==> src/rtl/tcre_pkg.sv <==
// Shared types, constants and helpers for the two-choice random evictor.
// Used by every module of the block but tcre_ram; depends on nothing.
package tcre_pkg;

    localparam int SLOTS    = 64;
    localparam int ID_COUNT = 256;
    localparam int ID_W     = 8;
    localparam int IDX_W    = $clog2(ID_COUNT);
    localparam int SLOT_W   = $clog2(SLOTS);
    localparam int OCC_W    = $clog2(SLOTS + 1);
    localparam int DRAW_W   = 64;
    localparam int TIME_W   = 32;
    localparam int SIZE_W   = 32;
    localparam int WANT_W   = 40;
    localparam int CNT_W    = 7;

    localparam logic [2:0] MODE_INSERT = 3'd0;
    localparam logic [2:0] MODE_ERASE  = 3'd1;
    localparam logic [2:0] MODE_TOUCH  = 3'd2;
    localparam logic [2:0] MODE_EVICT  = 3'd3;
    localparam logic [2:0] MODE_EXPIRE = 3'd4;

    localparam logic [1:0] ST_OK      = 2'd0;
    localparam logic [1:0] ST_FULL    = 2'd1;
    localparam logic [1:0] ST_UNKNOWN = 2'd2;
    localparam logic [1:0] ST_DUP     = 2'd3;

    typedef struct packed {
        logic [2:0]        mode;
        logic [ID_W-1:0]   entry_id;
        logic [SIZE_W-1:0] entry_size;
        logic [TIME_W-1:0] access_time;
        logic [TIME_W-1:0] now_time;
        logic [TIME_W-1:0] expire_after;
        logic [CNT_W-1:0]  check_budget;
        logic [WANT_W-1:0] need_bytes;
        logic [CNT_W-1:0]  need_files;
    } t_in_item;

    typedef struct packed {
        logic [ID_W-1:0]   victim_id;
        logic [SIZE_W-1:0] victim_bytes;
        logic              victim_valid;
        logic [1:0]        status;
        logic              last;
    } t_out_item;

    typedef struct packed {
        logic load;        // latch accepted item
        logic simple;      // id-mode result and table update
        logic set_s_pos;   // take target's slot from slot_of_entry
        logic rd_last;     // read last occupied slot
        logic rm_wr;       // close the gap, drop one entry
        logic ev_init;
        logic draw_i;      // advance generator, start mod n
        logic take_i;      // keep i, advance generator, start mod n-1
        logic take_j;      // form j, read slot i
        logic cap_ia;      // keep id at slot i, read slot j and atime
        logic cap_ib;      // keep atime a, read slot j again and its atime
        logic pick;        // pick older of the two
        logic set_s_zero;
        logic rd_slot_s;
        logic cap_v;
        logic cap_bytes;
        logic push;        // park victim, forward the parked one
        logic ex_init;
        logic rd_slot_scan;
        logic cap_scan;
        logic scan_inc;
        logic flush;       // final result of the item
    } t_dp_cmd;

    typedef struct packed {
        logic [2:0] mode;
        logic       simple_ok;
        logic       ev_go;
        logic       occ_one;
        logic       ex_go;
        logic       expired;
        logic       mod_busy;
        logic       pend_has;
        logic       out_busy;
    } t_dp_stat;

    function automatic logic [DRAW_W-1:0] xs_next(input logic [DRAW_W-1:0] x);
        logic [DRAW_W-1:0] y;
        y = x ^ (x << 13);
        y = y ^ (y >> 7);
        y = y ^ (y << 17);
        return y;
    endfunction

endpackage

==> src/rtl/tcre_ctrl.sv <==
// Sequencer for the evictor: steps each command through the datapath.
// Depends on tcre_pkg.
module tcre_ctrl
    import tcre_pkg::*;
(
    input  logic     i_clk,
    input  logic     i_rst_n,
    input  logic     i_in_valid,
    output logic     o_in_ready,
    input  t_dp_stat i_stat,
    output t_dp_cmd  o_cmd
);
    typedef enum logic [19:0] {
        S_IDLE   = 20'h00001,
        S_DISP   = 20'h00002,
        S_ER_POS = 20'h00004,
        S_RM_RD  = 20'h00008,
        S_RM_WR  = 20'h00010,
        S_EV_CHK = 20'h00020,
        S_EV_MI  = 20'h00040,
        S_EV_MJ  = 20'h00080,
        S_EV_RI  = 20'h00100,
        S_EV_RJ  = 20'h00200,
        S_EV_CMP = 20'h00400,
        S_EV_V0  = 20'h00800,
        S_EV_V1  = 20'h01000,
        S_RD_B   = 20'h02000,
        S_CAP_B  = 20'h04000,
        S_PUSH   = 20'h08000,
        S_EX_CHK = 20'h10000,
        S_EX_RS  = 20'h20000,
        S_EX_RT  = 20'h40000,
        S_FLUSH  = 20'h80000
    } t_state;

    t_state r_state, n_state;

    always_comb begin
        n_state    = r_state;
        o_cmd      = '0;
        o_in_ready = 1'b0;
        case (r_state)
            S_IDLE: begin
                o_in_ready = 1'b1;
                if (i_in_valid) begin
                    o_cmd.load = 1'b1;
                    n_state    = S_DISP;
                end
            end
            S_DISP: begin
                case (i_stat.mode)
                    MODE_EVICT: begin
                        o_cmd.ev_init = 1'b1;
                        n_state       = S_EV_CHK;
                    end
                    MODE_EXPIRE: begin
                        o_cmd.ex_init = 1'b1;
                        n_state       = S_EX_CHK;
                    end
                    default: begin
                        o_cmd.simple = 1'b1;
                        if (i_stat.mode == MODE_ERASE && i_stat.simple_ok) begin
                            n_state = S_ER_POS;
                        end else begin
                            n_state = S_FLUSH;
                        end
                    end
                endcase
            end
            S_ER_POS: begin
                o_cmd.set_s_pos = 1'b1;
                n_state         = S_RM_RD;
            end
            S_RM_RD: begin
                o_cmd.rd_last = 1'b1;
                n_state       = S_RM_WR;
            end
            S_RM_WR: begin
                o_cmd.rm_wr = 1'b1;
                if (i_stat.mode == MODE_EVICT) n_state = S_EV_CHK;
                else if (i_stat.mode == MODE_EXPIRE) n_state = S_EX_CHK;
                else n_state = S_FLUSH;
            end
            S_EV_CHK: begin
                if (!i_stat.ev_go) begin
                    n_state = S_FLUSH;
                end else if (i_stat.occ_one) begin
                    o_cmd.set_s_zero = 1'b1;
                    n_state          = S_EV_V0;
                end else begin
                    o_cmd.draw_i = 1'b1;
                    n_state      = S_EV_MI;
                end
            end
            S_EV_MI: begin
                if (!i_stat.mod_busy) begin
                    o_cmd.take_i = 1'b1;
                    n_state      = S_EV_MJ;
                end
            end
            S_EV_MJ: begin
                if (!i_stat.mod_busy) begin
                    o_cmd.take_j = 1'b1;
                    n_state      = S_EV_RI;
                end
            end
            S_EV_RI: begin
                o_cmd.cap_ia = 1'b1;
                n_state      = S_EV_RJ;
            end
            S_EV_RJ: begin
                o_cmd.cap_ib = 1'b1;
                n_state      = S_EV_CMP;
            end
            S_EV_CMP: begin
                o_cmd.pick = 1'b1;
                n_state    = S_RD_B;
            end
            S_EV_V0: begin
                o_cmd.rd_slot_s = 1'b1;
                n_state         = S_EV_V1;
            end
            S_EV_V1: begin
                o_cmd.cap_v = 1'b1;
                n_state     = S_RD_B;
            end
            S_RD_B: begin
                n_state = S_CAP_B;
            end
            S_CAP_B: begin
                o_cmd.cap_bytes = 1'b1;
                n_state         = S_PUSH;
            end
            S_PUSH: begin
                if (!(i_stat.pend_has && i_stat.out_busy)) begin
                    o_cmd.push = 1'b1;
                    n_state    = S_RM_RD;
                end
            end
            S_EX_CHK: begin
                if (!i_stat.ex_go) begin
                    n_state = S_FLUSH;
                end else begin
                    o_cmd.rd_slot_scan = 1'b1;
                    n_state            = S_EX_RS;
                end
            end
            S_EX_RS: begin
                o_cmd.cap_scan = 1'b1;
                n_state        = S_EX_RT;
            end
            S_EX_RT: begin
                if (i_stat.expired) begin
                    n_state = S_CAP_B;
                end else begin
                    o_cmd.scan_inc = 1'b1;
                    n_state        = S_EX_CHK;
                end
            end
            S_FLUSH: begin
                if (!i_stat.out_busy) begin
                    o_cmd.flush = 1'b1;
                    n_state     = S_IDLE;
                end
            end
            default: n_state = S_IDLE;
        endcase
    end

    always_ff @(posedge i_clk) begin
        if (!i_rst_n) begin
            r_state <= S_IDLE;
        end else begin
            r_state <= n_state;
        end
    end
endmodule

==> config.mk <==
export PLATFORM = sky130hd
export DESIGN_NAME = tcre_ctrl
export DESIGN_NICKNAME = d
export VERILOG_FILES = /design/src/rtl/tcre_pkg.sv /design/src/rtl/tcre_ctrl.sv
export SDC_FILE = /design/constraint.sdc
export NUM_CORES = 1
export LEC_CHECK = 0
export BUFFER_PORTS_ARGS = -buffer_cell sky130_fd_sc_hd__clkbuf_2
export CORE_MARGIN = 1.5
export CORE_UTILIZATION = 54
export DETAILED_ROUTE_END_ITERATION = 10
export HOLD_SLACK_MARGIN = 0.12
export PLACE_DENSITY = 0.91
export SYNTH_ARGS = -nofsm -noshare
export SYNTH_HDL_FRONTEND = slang
export SYNTH_SLANG_ARGS = --single-unit
==> constraint.sdc <==
create_clock -name i_clk -period 3.9 [get_ports i_clk]
set_input_delay 0.78 -clock i_clk [delete_from_list [all_inputs] [get_ports i_clk]]
set_output_delay 0.78 -clock i_clk [all_outputs]
set_load 0.05 [all_outputs]
==> results.rst <==
.. list-table::
   :header-rows: 1

   * - Metric
     - Value
   * - Hold-fix buffers at CTS
     - 0
   * - Count of pins on the block boundary
     - 37
   * - Initial detailed-routing violation count
     - 73
   * - WHS Endpoint
     - r_state[14]
   * - Post-synth top area cell
     - dfxtp_1
   * - Maximum clock skew at final layout
     - 0.00445 ns
   * - Power density normalized to cell area
     - 310 nW/um^2
   * - Upper clock frequency limit
     - 277 MHz
   * - Sink count of the clock tree
     - 20
   * - Effective utilization at floorplan
     - 56.5%
   * - Detailed-placement wirelength estimate
     - 2.57 mm
   * - Critical hold path startpoint
     - r_state[13]
   * - Most common cell after layout, fill and taps aside
     - clkbuf_2
   * - Number of setup buffers added after CTS
     - 0
   * - # resized after CTS
     - 0
   * - Die width
     - 50.7 um
   * - Average wire length per cell after detail routing
     - 15.2 um
   * - Top Registers
     - r_state (20)
   * - Diode insertion count for antenna repair
     - 0
   * - Sum of overflow across all layers after global routing
     - 0
   * - Net Count, Synth
     - 170
   * - Final hold vios
     - 0
   * - Number of port buffers
     - 36
   * - Leading cell types by total area after synthesis
     - dfxtp_1 (33%), nor2_1 (7.0%), and2_1 (5.6%)
   * - First-pass GRT wire length
     - 5.26 mm
   * - Reg2reg path depth
     - 6
   * - Final core occ
     - 68.9%
   * - Instance count of the mapped netlist
     - 156
   * - Hold Crit Depth
     - 2
   * - Number of flops mapped to enable cells by yosys
     - 0
   * - Clock insertion delay at the later pin of the skew report
     - 0.31 ns
   * - Place WS
     - 0.696 ns
   * - Via count normalized by instance count
     - 6.09
   * - Warnings from Yosys
     - 0
   * - Worst Tran Pin Value
     - 0.729 ns
   * - Drc violations
     - 0
   * - Netlist cell types
     - 41
   * - Clock root cell
     - clkbuf_4
   * - Count of pins over their slew limit
     - 0
   * - Max reg flops
     - 20
   * - FFs w/ async S/R, synth
     - 0%
   * - Final antenna-violating net count
     - 0
   * - Placed instance area
     - 1440 um^2
   * - Net count of the finished layout
     - 208
   * - Reg-to-Reg End
     - r_state[0]
   * - Type of the setup path with the least slack
     - reg -> out
   * - # rows
     - 17
   * - Worst VDD drop
     - 0.256 mV
   * - Initial antenna violation count
     - 0
   * - Worst reg2reg setup slack
     - 1.37 ns
   * - Average instance area after synthesis
     - 7.86 um^2
   * - Fillers
     - 196
   * - Most frequent cells in the layout
     - clkbuf_2 (36), nor2_1 (23), dfxtp_1 (20)
   * - Post-layout minimum cycle time
     - 3.61 ns
   * - Critical Path End Type
     - output port
   * - Area fraction of the dominant cell type after synthesis
     - 32.7%
   * - Weighted congestion at the end of routability-driven global placement
     - 0.979
   * - Via count
     - 1345
   * - Tcrit/Tclk final
     - 92.6%
   * - Total number of H-tree levels
     - 1
   * - Register bit count reported by yosys
     - 20
   * - Critical Path AT
     - 2.83 ns
   * - Final critical-path setup slack
     - 0.289 ns
   * - Static Leakage
     - 0.661 nW
   * - Pin count of the biggest net entering global routing
     - 14
   * - Final TNS setup
     - 0 ns
   * - Reg2reg start
     - r_state[1]
   * - Area inside the core boundary
     - 2170 um^2
   * - Startpoint types
     - flop
   * - Die area
     - 2570 um^2
   * - Required time of the worst setup path
     - 3.12 ns
   * - Multi-input gate area in the final layout
     - 805 um^2
   * - Combined area of all synthesized cells
     - 1230 um^2
   * - Hold Crit Class
     - reg -> reg
   * - Most common flop cell mapped by yosys
     - dfxtp_1
   * - Total clock buffers created by CTS
     - 3
   * - Unrepaired setup endpoints after global routing
     - false
   * - Sequential area share after synthesis
     - 32.7%
   * - Die height
     - 50.7 um
   * - Placed Cells incl. Taps
     - 217
   * - Max transition margin
     - 51.0%
   * - Sequential standard cell area
     - 400 um^2
   * - Vias in the first global route
     - 1159
   * - Maximum number of buffers from clock root to sink
     - 2
   * - Area growth, synth to finish
     - 21.9%
   * - Clock-pin slew of the registers on the worst-case setup and hold paths
     - 0.12 ns
   * - Total Routed Length
     - 3.35 mm
   * - Final Cell Area
     - 1500 um^2
   * - Number of optimization iterations in the first detailed-route pass
     - 4
   * - TritonCTS clock tree
     - yes
   * - Number of setup violations in the final report
     - 0
   * - GRT Total Usage
     - 27.2%
   * - Max capacitance violation total
     - 0
   * - Fraction of final layout cells sized beyond drive strength 1
     - 26.9%
   * - CP Max Fanout
     - 6
   * - Register containing the most flip-flops in the final layout
     - r_state
   * - Outcome
     - completed
   * - Non-Filler Instances
     - 221
-- how the worst max path moves through the flow --
stage	depth (start not counted)	slack [ns]	from	endpoint
4_1_cts	6	0.34	r_state[8]	o_cmd[20]
5_1_grt	6	0.08	r_state[16]	o_cmd[20]
6_report	6	0.29	r_state[4]	o_cmd[20]
3_5_place_dp	5	0.70	r_state[1]	o_cmd[11]
3_3_place_gp	5	0.76	r_state[1]	o_cmd[11]
2_1_floorplan	3	0.03	r_state[8]	o_cmd[5]
-- cell type report --
class                      instances  area share, %
clock buffer                       3           1.51
clock inverter                     1           2.01
inverter                           6           1.51
multi-input combinational        127           53.8
sequential                        20           26.8
tap                               28           2.34
timing repair buffer              36           12.1
-- synth_stat cells (3+ instances only) --
cell type / n
or4_1: 6
nand3_1: 7
and3_1: 4
and2_1: 11
xnor2_1: 4
nand4_1: 3
nor4_1: 4
or3_1: 3
nor2_1: 23
a21oi_1: 5
nor3_1: 9
nor4b_1: 3
nand2_1: 10
nor2b_1: 3
dfxtp_1: 20
inv_1: 6
nand4b_1: 3
-- critical path, cell delays in order, from the launching register on --
cell	delay (ns)
dfxtp_1	0.36
or4_1	0.61
nor3_1	0.51
nand4b_1	0.38
a21oi_1	0.25
and2_1	0.15
clkbuf_2	0.27
-- through the flow --
stage / total power [mW] / hold WS (ns)
3_5_place_dp: 0.294 / 0.552
6_report: 0.464 / 0.573
4_1_cts: 0.466 / 0.570
2_1_floorplan: 0.272 / 0.512
3_3_place_gp: 0.292 / 0.538
5_1_grt: 0.483 / 0.615
-- logic make-up after synthesis --
| family | Yosys count | synth area share [%] |
|---|---|---|
| AOI/OAI and AO/OA | 20 | 11.2 |
| DFF | 20 | 32.7 |
| and+or+nand+nor | 101 | 48.9 |
| buffers and inverters | 9 | 2.86 |
| muxes | 1 | 0.816 |
| xor gates and xnor gates | 5 | 3.57 |
-- metal layers --
layer  part of all wire, %  routed length [um]  vias up  GRT usage (%)
met2                    50                1670       64           46.9
met1                    40                1340      611           33.1
met5                     0                   0        -              0
li1                      -                   -      655              -
met4                   2.7                  91        0           11.3
met3                   7.5                 250       15           4.76
-- where the power goes --
group          internal [mW]  total (mW)  switching (mW)
clock network          0.104       0.173          0.0686
logic                 0.0278      0.0804          0.0526
registers              0.207       0.211         0.00387
Power figures use the tool's default switching activity.
